[config.mk]
export PLATFORM = sky130hd
export DESIGN_NAME = rms_silence_segmenter
export DESIGN_NICKNAME = d
export VERILOG_FILES = /design/src/rtl/rss_pkg.sv /design/src/rtl/rss_window_mem.sv /design/src/rtl/rss_energy.sv /design/src/rtl/rms_silence_segmenter.sv
export SDC_FILE = /design/constraint.sdc
export NUM_CORES = 2
export LEC_CHECK = 0
export ABC_AREA = 1
export ABC_CLOCK_PERIOD_IN_PS = 19700
export BUFFER_PORTS_ARGS = -buffer_cell sky130_fd_sc_hd__buf_2
export CAP_MARGIN = 30
export CORE_MARGIN = 1
export CORE_UTILIZATION = 31
export DETAILED_ROUTE_END_ITERATION = 8
export PLACE_DENSITY = 0.46
export REMOVE_ABC_BUFFERS = 1
export SYNTH_ARGS = -nofsm -noshare
export SYNTH_HDL_FRONTEND = slang
export SYNTH_SLANG_ARGS = --single-unit
export TNS_END_PERCENT = 10
[constraint.sdc]
create_clock -name clk_i -period 19.7 [get_ports clk_i]
set_clock_uncertainty 0.2 [all_clocks]
set_input_delay 3.94 -clock clk_i [delete_from_list [all_inputs] [get_ports clk_i]]
set_output_delay 3.94 -clock clk_i [all_outputs]
set_load 0.02 [all_outputs]
[src/rtl/rss_pkg.sv]
// shared types and constants of the rms silence segmenter
package rss_pkg;

  // fixed field widths
  localparam int unsigned SAMPLE_W    = 16;
  localparam int unsigned ENERGY_W    = 2 * SAMPLE_W;
  localparam int unsigned IDX_W       = 32;
  localparam int unsigned LEN_CFG_W   = 11;
  localparam int unsigned THR_W       = 31;
  localparam int unsigned MIN_SIL_W   = 24;
  localparam int unsigned LANE_CFG_W  = 2;
  localparam int unsigned RUN_W       = 25;
  localparam int unsigned CFG_DATA_W  = 31;
  localparam int unsigned CFG_IDX_W   = 3;
  localparam int unsigned MAX_RESULTS = 5;
  localparam int unsigned RES_CNT_W   = 3;

  // register reset values
  localparam logic [LEN_CFG_W-1:0]  WLEN_RST    = 11'd1024;
  localparam logic [LEN_CFG_W-1:0]  HOP_RST     = 11'd256;
  localparam logic [THR_W-1:0]      THR_RST     = 31'd1073;
  localparam logic [MIN_SIL_W-1:0]  MIN_SIL_RST = 24'd22050;
  localparam logic [LANE_CFG_W-1:0] LANES_RST   = 2'd2;

  // register indexes
  typedef enum logic [CFG_IDX_W-1:0] {
    CFG_WINDOW_LENGTH       = 3'd0,
    CFG_HOP_LENGTH          = 3'd1,
    CFG_THRESHOLD_ENERGY    = 3'd2,
    CFG_MIN_SILENCE_SAMPLES = 3'd3,
    CFG_CHANNELS_IN_USE     = 3'd4
  } cfg_idx_e;

  // input beat
  typedef struct packed {
    logic signed [SAMPLE_W-1:0] sample_first_channel;
    logic signed [SAMPLE_W-1:0] sample_second_channel;
    logic                       end_of_buffer;
  } in_beat_t;

  // output beat
  typedef struct packed {
    logic [IDX_W-1:0] segment_start;
    logic [IDX_W-1:0] segment_length;
    logic             last_in_run;
  } out_beat_t;

endpackage

[src/rtl/rss_window_mem.sv]
// window memory: start index and energy snapshot of each window in flight
module rss_window_mem #(
  parameter int unsigned DEPTH  = 8,
  parameter int unsigned ADDR_W = 3,
  parameter int unsigned DATA_W = 74
) (
  input  logic              clk_i,
  input  logic              we_i,
  input  logic [ADDR_W-1:0] waddr_i,
  input  logic [DATA_W-1:0] wdata_i,
  input  logic              re_i,
  input  logic [ADDR_W-1:0] raddr_i,
  output logic [DATA_W-1:0] rdata_o
);

  logic [DATA_W-1:0] mem_q [DEPTH];
  logic [DATA_W-1:0] rdata_q;

  // write port
  always_ff @(posedge clk_i) begin
    if (we_i) begin
      mem_q[waddr_i] <= wdata_i;
    end
  end

  // registered read port
  always_ff @(posedge clk_i) begin
    if (re_i) begin
      rdata_q <= mem_q[raddr_i];
    end
  end

  assign rdata_o = rdata_q;

endmodule

[src/rtl/rss_energy.sv]
// frame energy: squared samples of the lanes in use, registered on the input beat
module rss_energy (
  input  logic                               clk_i,
  input  logic                               load_i,
  input  logic signed [rss_pkg::SAMPLE_W-1:0] sample_a_i,
  input  logic signed [rss_pkg::SAMPLE_W-1:0] sample_b_i,
  input  logic                               two_lanes_i,
  output logic [rss_pkg::ENERGY_W-1:0]       energy_o
);
  import rss_pkg::*;

  logic signed [ENERGY_W-1:0] sq_a;
  logic signed [ENERGY_W-1:0] sq_b;
  logic [ENERGY_W-1:0]        energy_d;
  logic [ENERGY_W-1:0]        energy_q;

  // squares are never negative, at most two to the power of thirty
  assign sq_a = sample_a_i * sample_a_i;
  assign sq_b = sample_b_i * sample_b_i;

  assign energy_d = $unsigned(sq_a) + (two_lanes_i ? $unsigned(sq_b) : '0);

  always_ff @(posedge clk_i) begin
    if (load_i) begin
      energy_q <= energy_d;
    end
  end

  assign energy_o = energy_q;

endmodule

[src/rtl/rms_silence_segmenter.sv]
// top level of the rms silence segmenter
//
// Usage: one stereo or mono audio frame per input beat on in_valid_i/in_ready_o,
// end_of_buffer set on the last frame of a buffer. Each segment found, up to five
// per frame, comes out as one beat on out_valid_o/out_ready_i; last_in_run marks
// the final segment caused by a frame. Registers are to be written through
// cfg_we_i/cfg_idx_i/cfg_data_i only while the block is idle; the user must keep
// to this, the block itself does not enforce it. A new frame is taken only when
// the sequencer is back in idle, after the previous frame is done. The single read
// port of the window memory has windows retired one at a time, oldest first.
// A segment is held one step back so that last_in_run can be known; it reaches
// the output register when the next segment is found or when the frame finishes,
// in either case once the output register is free.
// Reset clears all counters, the window ring and the output; registers go to
// their defaults. A stalled receiver holds the output register; the block then
// waits before handing over a second segment and takes no new frame until all
// segments of the current one have moved on.
module rms_silence_segmenter #(
  parameter int unsigned MAX_WINDOW  = 1024,
  parameter int unsigned MAX_OVERLAP = 8
) (
  input  logic                               clk_i,
  input  logic                               rst_ni,
  input  logic                               in_valid_i,
  output logic                               in_ready_o,
  input  rss_pkg::in_beat_t                  in_data_i,
  output logic                               out_valid_o,
  input  logic                               out_ready_i,
  output rss_pkg::out_beat_t                 out_data_o,
  input  logic                               cfg_we_i,
  input  logic [rss_pkg::CFG_IDX_W-1:0]      cfg_idx_i,
  input  logic [rss_pkg::CFG_DATA_W-1:0]     cfg_data_i
);
  import rss_pkg::*;

  localparam int unsigned PTR_W   = (MAX_OVERLAP > 1) ? $clog2(MAX_OVERLAP) : 1;
  localparam int unsigned CNT_W   = $clog2(MAX_OVERLAP + 1);
  localparam int unsigned LEN_W   = $clog2(MAX_WINDOW + 1);
  localparam int unsigned SUM_W   = ENERGY_W + $clog2(MAX_WINDOW);
  localparam int unsigned LCNT_W  = LEN_W + 1;
  localparam int unsigned PROD_W  = THR_W + LCNT_W;
  localparam int unsigned CMP_W   = (SUM_W > PROD_W) ? SUM_W : PROD_W;
  localparam int unsigned MEM_W   = IDX_W + SUM_W;

  // sequencer codes
  localparam logic [2:0] ST_IDLE = 3'd0;
  localparam logic [2:0] ST_UPD  = 3'd1;
  localparam logic [2:0] ST_RD   = 3'd2;
  localparam logic [2:0] ST_EVAL = 3'd3;
  localparam logic [2:0] ST_RET  = 3'd4;
  localparam logic [2:0] ST_EOB  = 3'd5;
  localparam logic [2:0] ST_END  = 3'd6;

  // registers
  logic [LEN_CFG_W-1:0]  wlen_q;
  logic [LEN_CFG_W-1:0]  hop_q;
  logic [THR_W-1:0]      thr_q;
  logic [MIN_SIL_W-1:0]  min_sil_q;
  logic [LANE_CFG_W-1:0] lanes_q;

  // sequencer and segment state
  logic [2:0]           state_q, state_d;
  logic [IDX_W-1:0]     fi_q, fi_d;
  logic [IDX_W-1:0]     nws_q, nws_d;
  logic [PTR_W-1:0]     head_q, head_d;
  logic [CNT_W-1:0]     cnt_q, cnt_d;
  logic [SUM_W-1:0]     cum_q, cum_d;
  logic                 seg_open_q, seg_open_d;
  logic [IDX_W-1:0]     open_start_q, open_start_d;
  logic [RUN_W-1:0]     run_q, run_d;
  logic                 eob_q, eob_d;
  logic [RES_CNT_W-1:0] nres_q, nres_d;
  logic                 pend_valid_q, pend_valid_d;
  logic [IDX_W-1:0]     pend_start_q, pend_start_d;
  logic [IDX_W-1:0]     pend_len_q, pend_len_d;
  logic                 out_valid_q, out_valid_d;
  out_beat_t            out_q, out_d;
  logic [IDX_W-1:0]     ws_q, ws_d;
  logic [SUM_W-1:0]     sum_q, sum_d;
  logic [PROD_W-1:0]    prod_q, prod_d;

  // datapath
  logic                 in_fire;
  logic                 two_lanes;
  logic [ENERGY_W-1:0]  energy;
  logic [LEN_CFG_W-1:0] wl_eff;
  logic [LEN_CFG_W-1:0] hop_eff;
  logic [PTR_W:0]       tail_sum;
  logic [PTR_W-1:0]     tail;
  logic [PTR_W-1:0]     head_inc;
  logic [IDX_W:0]       nws_sum;
  logic [RUN_W:0]       run_sum;
  logic [RUN_W-1:0]     run_new;
  logic [IDX_W-1:0]     num;
  logic [IDX_W-1:0]     ws_rd;
  logic [SUM_W-1:0]     snap_rd;
  logic [IDX_W-1:0]     diff_rd;
  logic                 qualify;
  logic [LEN_W-1:0]     len_rd;
  logic [LCNT_W-1:0]    lane_cnt;
  logic [PROD_W-1:0]    prod_rd;
  logic                 silent;
  logic                 emit_req;
  logic [IDX_W-1:0]     emit_start;
  logic [IDX_W-1:0]     emit_len;
  logic                 emit_take;
  logic                 out_free;
  logic                 emit_stall;
  logic                 emit_fire;

  // memory port
  logic                 mem_we;
  logic [MEM_W-1:0]     mem_wdata;
  logic                 mem_re;
  logic [MEM_W-1:0]     mem_rdata;

  function automatic logic [LEN_CFG_W-1:0] eff_len(input logic [LEN_CFG_W-1:0] v);
    logic [LEN_CFG_W-1:0] r;
    r = v;
    if (v == '0) begin
      r = LEN_CFG_W'(1);
    end else if (32'(v) > 32'(MAX_WINDOW)) begin
      r = LEN_CFG_W'(MAX_WINDOW);
    end
    return r;
  endfunction

  // register writes
  always_ff @(posedge clk_i or negedge rst_ni) begin
    if (!rst_ni) begin
      wlen_q    <= WLEN_RST;
      hop_q     <= HOP_RST;
      thr_q     <= THR_RST;
      min_sil_q <= MIN_SIL_RST;
      lanes_q   <= LANES_RST;
    end else if (cfg_we_i) begin
      unique case (cfg_idx_i)
        CFG_WINDOW_LENGTH:       wlen_q    <= cfg_data_i[LEN_CFG_W-1:0];
        CFG_HOP_LENGTH:          hop_q     <= cfg_data_i[LEN_CFG_W-1:0];
        CFG_THRESHOLD_ENERGY:    thr_q     <= cfg_data_i[THR_W-1:0];
        CFG_MIN_SILENCE_SAMPLES: min_sil_q <= cfg_data_i[MIN_SIL_W-1:0];
        CFG_CHANNELS_IN_USE:     lanes_q   <= cfg_data_i[LANE_CFG_W-1:0];
        default: ;
      endcase
    end
  end

  assign wl_eff    = eff_len(wlen_q);
  assign hop_eff   = eff_len(hop_q);
  assign two_lanes = lanes_q[1];

  // frame energy unit
  assign in_ready_o = (state_q == ST_IDLE);
  assign in_fire    = in_valid_i && in_ready_o;

  rss_energy u_energy (
    .clk_i       (clk_i),
    .load_i      (in_fire),
    .sample_a_i  (in_data_i.sample_first_channel),
    .sample_b_i  (in_data_i.sample_second_channel),
    .two_lanes_i (two_lanes),
    .energy_o    (energy)
  );

  // ring pointers
  assign tail_sum = (PTR_W + 1)'(head_q) + (PTR_W + 1)'(cnt_q);
  assign tail     = (tail_sum >= (PTR_W + 1)'(MAX_OVERLAP))
                    ? PTR_W'(tail_sum - (PTR_W + 1)'(MAX_OVERLAP)) : PTR_W'(tail_sum);
  assign head_inc = (head_q == PTR_W'(MAX_OVERLAP - 1)) ? '0 : head_q + 1'b1;

  // saturating counters
  assign nws_sum = {1'b0, nws_q} + (IDX_W + 1)'(hop_eff);
  assign run_sum = {1'b0, run_q} + (RUN_W + 1)'(hop_eff);
  assign run_new = run_sum[RUN_W] ? '1 : run_sum[RUN_W-1:0];
  assign num     = (fi_q == '1) ? fi_q : fi_q + 1'b1;

  // window memory, a new window keeps the running energy total at its start
  assign mem_wdata = {fi_q, cum_q};

  rss_window_mem #(
    .DEPTH  (MAX_OVERLAP),
    .ADDR_W (PTR_W),
    .DATA_W (MEM_W)
  ) u_window_mem (
    .clk_i   (clk_i),
    .we_i    (mem_we),
    .waddr_i (tail),
    .wdata_i (mem_wdata),
    .re_i    (mem_re),
    .raddr_i (head_q),
    .rdata_o (mem_rdata)
  );

  // oldest window: age check, energy and threshold product
  assign ws_rd    = mem_rdata[MEM_W-1 -: IDX_W];
  assign snap_rd  = mem_rdata[SUM_W-1:0];
  assign diff_rd  = fi_q - ws_rd;
  assign qualify  = eob_q || (diff_rd >= (IDX_W'(wl_eff) - IDX_W'(1)));
  assign len_rd   = LEN_W'(diff_rd) + LEN_W'(1);
  assign lane_cnt = two_lanes ? {len_rd, 1'b0} : {1'b0, len_rd};
  assign prod_rd  = thr_q * lane_cnt;
  assign silent   = CMP_W'(sum_q) < CMP_W'(prod_q);

  // segment found in this cycle
  always_comb begin
    emit_req   = 1'b0;
    emit_start = open_start_q;
    emit_len   = ws_q - open_start_q;
    unique case (state_q)
      ST_RET: begin
        emit_req = silent && seg_open_q && (run_new >= RUN_W'(min_sil_q));
      end
      ST_EOB: begin
        emit_req = seg_open_q;
        emit_len = num - open_start_q;
      end
      default: ;
    endcase
  end

  // a held segment moves to the output register when the next one arrives
  assign out_free   = !out_valid_q || out_ready_i;
  assign emit_take  = emit_req && (nres_q < RES_CNT_W'(MAX_RESULTS));
  assign emit_stall = emit_take && pend_valid_q && !out_free;
  assign emit_fire  = emit_take && !emit_stall;

  // sequencer
  always_comb begin
    state_d      = state_q;
    fi_d         = fi_q;
    nws_d        = nws_q;
    head_d       = head_q;
    cnt_d        = cnt_q;
    cum_d        = cum_q;
    seg_open_d   = seg_open_q;
    open_start_d = open_start_q;
    run_d        = run_q;
    eob_d        = eob_q;
    nres_d       = nres_q;
    pend_valid_d = pend_valid_q;
    pend_start_d = pend_start_q;
    pend_len_d   = pend_len_q;
    out_valid_d  = out_valid_q && !out_ready_i;
    out_d        = out_q;
    ws_d         = ws_q;
    sum_d        = sum_q;
    prod_d       = prod_q;
    mem_we       = 1'b0;
    mem_re       = 1'b0;

    unique case (state_q)
      ST_IDLE: begin
        if (in_fire) begin
          eob_d   = in_data_i.end_of_buffer;
          nres_d  = '0;
          state_d = ST_UPD;
        end
      end
      // open a window when one is due and a ring slot is free, add the frame to the running total
      ST_UPD: begin
        if (fi_q == nws_q) begin
          nws_d = nws_sum[IDX_W] ? '1 : nws_sum[IDX_W-1:0];
          if (cnt_q < CNT_W'(MAX_OVERLAP)) begin
            mem_we = 1'b1;
            cnt_d  = cnt_q + 1'b1;
          end
        end
        cum_d   = cum_q + SUM_W'(energy);
        state_d = ST_RD;
      end
      ST_RD: begin
        if (cnt_q != '0) begin
          mem_re  = 1'b1;
          state_d = ST_EVAL;
        end else if (eob_q) begin
          state_d = ST_EOB;
        end else begin
          state_d = ST_END;
        end
      end
      ST_EVAL: begin
        if (qualify) begin
          ws_d    = ws_rd;
          sum_d   = cum_q - snap_rd;
          prod_d  = prod_rd;
          state_d = ST_RET;
        end else begin
          state_d = ST_END;
        end
      end
      // retire the oldest window and update the segment state
      ST_RET: begin
        if (!emit_stall) begin
          if (!silent) begin
            if (!seg_open_q) begin
              seg_open_d   = 1'b1;
              open_start_d = ws_q;
            end
            run_d = '0;
          end else if (seg_open_q) begin
            run_d = run_new;
            if (run_new >= RUN_W'(min_sil_q)) begin
              seg_open_d = 1'b0;
            end
          end
          head_d  = head_inc;
          cnt_d   = cnt_q - 1'b1;
          state_d = ST_RD;
        end
      end
      ST_EOB: begin
        if (!emit_stall) begin
          state_d = ST_END;
        end
      end
      // hand over the held segment as last of the frame, then advance
      ST_END: begin
        if (!pend_valid_q || out_free) begin
          if (pend_valid_q) begin
            out_valid_d             = 1'b1;
            out_d.segment_start     = pend_start_q;
            out_d.segment_length    = pend_len_q;
            out_d.last_in_run       = 1'b1;
            pend_valid_d            = 1'b0;
          end
          if (eob_q) begin
            fi_d         = '0;
            nws_d        = '0;
            head_d       = '0;
            cnt_d        = '0;
            seg_open_d   = 1'b0;
            open_start_d = '0;
            run_d        = '0;
          end else if (fi_q != '1) begin
            fi_d = fi_q + 1'b1;
          end
          state_d = ST_IDLE;
        end
      end
      default: begin
        state_d = ST_IDLE;
      end
    endcase

    // segment capture
    if (emit_fire) begin
      if (pend_valid_q) begin
        out_valid_d          = 1'b1;
        out_d.segment_start  = pend_start_q;
        out_d.segment_length = pend_len_q;
        out_d.last_in_run    = 1'b0;
      end
      pend_valid_d = 1'b1;
      pend_start_d = emit_start;
      pend_len_d   = emit_len;
      nres_d       = nres_q + 1'b1;
    end
  end

  // control state
  always_ff @(posedge clk_i or negedge rst_ni) begin
    if (!rst_ni) begin
      state_q      <= ST_IDLE;
      fi_q         <= '0;
      nws_q        <= '0;
      head_q       <= '0;
      cnt_q        <= '0;
      cum_q        <= '0;
      seg_open_q   <= 1'b0;
      open_start_q <= '0;
      run_q        <= '0;
      eob_q        <= 1'b0;
      nres_q       <= '0;
      pend_valid_q <= 1'b0;
      out_valid_q  <= 1'b0;
    end else begin
      state_q      <= state_d;
      fi_q         <= fi_d;
      nws_q        <= nws_d;
      head_q       <= head_d;
      cnt_q        <= cnt_d;
      cum_q        <= cum_d;
      seg_open_q   <= seg_open_d;
      open_start_q <= open_start_d;
      run_q        <= run_d;
      eob_q        <= eob_d;
      nres_q       <= nres_d;
      pend_valid_q <= pend_valid_d;
      out_valid_q  <= out_valid_d;
    end
  end

  // payload
  always_ff @(posedge clk_i) begin
    pend_start_q <= pend_start_d;
    pend_len_q   <= pend_len_d;
    out_q        <= out_d;
    ws_q         <= ws_d;
    sum_q        <= sum_d;
    prod_q       <= prod_d;
  end

  assign out_valid_o = out_valid_q;
  assign out_data_o  = out_q;

endmodule

==> summary.txt <==
Global route
  • GRT Overall Usage: 0.170
  • Number of global-route vias before repair: 66,200
  • First-pass GRT wire length: ~380,000 um
  • Initial antenna violation count: 5
  • Largest net degree at the start of global routing: approximately 170
  • Gr ovfl total: 0

Placement
  • Input/output buffers: 138
  • RD Place Congestion: between 0.9 and 1
  • Dpl hpwl: 181,000 um

Routing
  • Met3 Wirelength: between 9000 and 10,000 um
  • WL/cell: ~18 um
  • First DRT Iteration DRCs: roughly 3,500
  • WL met1: ~110,000 um
  • Vias: about 63,000
  • Max Used Layer: met5
  • DRT Pass-1 Iters: 5
  • Detail Route Antenna Nets: 0
  • Met2 Routed Length: between 100,000 and 150,000 um
  • Post-Route WL: ~240,000 um
  • Via density: 4.75
  • Remaining DRCs: 0

STA
  • Slew headroom: 0.306
  • Tightest Pin Transition: approximately 1.0 ns
  • Unrepaired setup endpoints after global routing: false
  • Final hold violation count: 0
  • Tcrit/Tclk final: 0.701
  • Setup Total Neg Slack: 0 ns
  • Max frequency: slightly above 70 MHz
  • Final setup vio count: 0
  • Max Transition Viols Final: 0
  • Tmin final: about 14 ns

Setup path
  • WS Path Type: in2reg
  • Critical Path Sink Type: register
  • Critical path data required time: approximately 20 ns
  • R2R setup slack: 10.17 ns
  • CP most frequent cell: fa_1
  • R2R cell count: 31
  • Setup crit start kind: input pin
  • CP max stage delay: about 0.54 ns
  • CP max FO: 17
  • Reg2Reg Capture Point: prod_q[36]
  • Arrival time worst endpoint: ~14 ns
  • Reg-to-Reg Start: fi_q[0]
  • Slowest stage cell on the critical path: fa_1

Synth
  • FFs w/ async S/R, synth: 0.215
  • Netlist cell types: 74
  • Area share of the largest cell type after synthesis: 0.319
  • Avg Cell Area, Syn: around 9.5 um2
  • Post-Syn Area: a little under 90,000 um2
  • Most used DFF post-synth: edfxtp_1
  • Largest cells by area after synthesis: edfxtp_1 32%, fa_1 18%, ha_1 7.5%
  • Synth area leader: edfxtp_1
  • Number of synthesized flops with an enable pin: roughly 940
  • Post-synthesis sequential area ratio: 0.392
  • Synth warn: 0
  • Post-synthesis register bit count: approximately 1,200
  • Syn Inst Count: 9,346

Clock network
  • Post_cts resized: 0
  • CTS root buffer: clkbuf_16
  • Clk Latency, worst-skew pair: roughly 0.8 ns
  • Clk slew on worst S/H paths: roughly 0.060 ns
  • Cts bufs inserted: between 100 and 150
  • H-tree depth: 4
  • Clk buf depth: 3
  • Clk sinks: about 1,200
  • Cts hold-fix bufs: 0
  • Number of setup buffers added after CTS: 0
  • TritonCTS clock tree: built

Final layout
  • P&R area growth vs syn: 10.7%
  • Most frequent cells in the layout: 1,690 x inv_1, 1,420 x nand2_1, 1,029 x nor2_1, 944 x edfxtp_1, 801 x fa_1
  • Net total in the final layout: around 11,000
  • Most common cell after layout, fill and taps aside: inv_1
  • Filler Cells Inserted: ~29,000
  • Share of cells above drive strength 1: 0.0590
  • Multi-input logic area: between 40,000 and 50,000 um2
  • Register Area: roughly 35,000 um2

Min path
  • Worst Hold Class: reg2reg
  • Hold worst-path end: ws_q[18]
  • Hold depth: 0
  • Hold path startpoint: u_window_mem.rdata_o[60]

Floorplan
  • Top-level I/O count: 139
  • Starting density of the core: 0.312
  • Die area: a little under 300,000 um2
  • Core area: 285,000 um2
  • Number of placement rows: roughly 200
  • Die X: 538 um
  • Die Ht: roughly 540 um

Job
  • Max_cap viols: 0

Outcome
  • Status: completed
flip-flops by register name, summed over array words and instances, names as in the netlist, 4 cells and up, named ones only:
name / cells
min_sil_q: 24
thr_q: 31
cum_q: 42
run_q: 25
emit_start: 32
u_window_mem.rdata_o: 74
ws_q: 32
u_window_mem.mem_q: 592
wlen_q: 11
pend_len_q: 32
fi_q: 32
sum_q: 42
hop_q: 11
prod_q: 43
nws_q: 32
pend_start_q: 32
cnt_q: 4
u_energy.energy_o: 32
Yosys cell counts (14+ instances only):
library cell,instances
o21bai_1,25
xnor2_1,115
or2_2,21
a31oi_1,101
o22ai_1,116
o21ai_0,696
o21a_1,17
nor2_1,1041
xor2_1,217
o211ai_1,14
a21oi_1,379
edfxtp_1,944
o21ai_1,16
inv_1,1695
a21o_1,23
buf_1,19
nand4_1,75
mux2i_1,64
fa_1,801
nand2_2,16
buf_2,33
nor4_1,45
nor3_1,52
ha_1,536
clkbuf_1,262
dfrtp_1,245
nand2_1,1420
nand3_1,194
nor2_4,22
per-stage QoR:
| stage | util | setup slack, ns | cells | hold WS (ns) | instance area (um2) |
|---|---|---|---|---|---|
| finish | 0.345 | 5.90 | 13300 | 0.240 | 98400 |
| detailed placement | 0.329 | 5.01 | 13000 | 0.245 | 93800 |
| CTS | 0.345 | 5.88 | 13300 | 0.246 | 98400 |
| global route | 0.345 | 5.27 | 13300 | 0.253 | 98400 |
| global placement | 0.328 | 5.04 | 13000 | 0.245 | 93700 |
| floorplan | - | 6.63 | 9040 | 0.226 | 87600 |
critical path, delay by kind of cell:
| kind | cells | cell delay (ns) |
|---|---|---|
| XOR/XNOR | 1 | 0.10 |
| AO/OA/AOI/OAI | 8 | 1.94 |
| adder cells (fa/ha/maj) | 13 | 6.08 |
| AND/OR/NAND/NOR | 8 | 1.29 |
| buffers and inverters | 8 | 0.74 |
worst max-delay path by stage:
| stage | startpoint | to | slack [ns] | cells past startpoint |
|---|---|---|---|---|
| floorplan | in_data_i[2] | u_energy.energy_o[29] | 6.63 | 35 |
| global placement | in_data_i[9] | u_energy.energy_o[29] | 5.04 | 38 |
| detailed placement | in_data_i[9] | u_energy.energy_o[29] | 5.01 | 38 |
| CTS | in_data_i[9] | u_energy.energy_o[29] | 5.88 | 38 |
| global route | in_data_i[7] | u_energy.energy_o[29] | 5.27 | 38 |
| finish | in_data_i[7] | u_energy.energy_o[29] | 5.90 | 38 |
per-layer routing:
| layer | up-vias | global-route usage |
|---|---|---|
| li1 | 30200 | - |
| met1 | 31200 | 0.222 |
| met2 | 1260 | 0.296 |
| met3 | 317 | 0.0193 |
| met4 | 4 | 0.0510 |
| met5 | - | 0 |
cell type report:
cell class              count  share of cell area
well taps                3762              0.0478
diodes                      5            0.000127
clock buffers             173              0.0378
repair buffers            210              0.0136
multi-input cells        6127               0.472
inverters                1711              0.0654
clock inverters            81             0.00886
flip-flops and latches   1202               0.354
cells by family (layout without fill, tap and decap cells):
kind of cell / after synthesis / after routing / synth area share
xor+xnor: 338 / 338 / 0.0338
buf+inv: 2037 / 2175 / 0.0874
flops: 1202 / 1202 / 0.392
mux: 64 / 64 / 0.00720
fa+ha+maj: 1337 / 1337 / 0.256
compound gates: 1455 / 1455 / 0.0902
simple gates: 2912 / 2912 / 0.134
other cells: 1 / 26 / 0.0000422
Power is not shown: default switching activity piles up to over one toggle a cycle in this logic, so the estimate is an artifact.
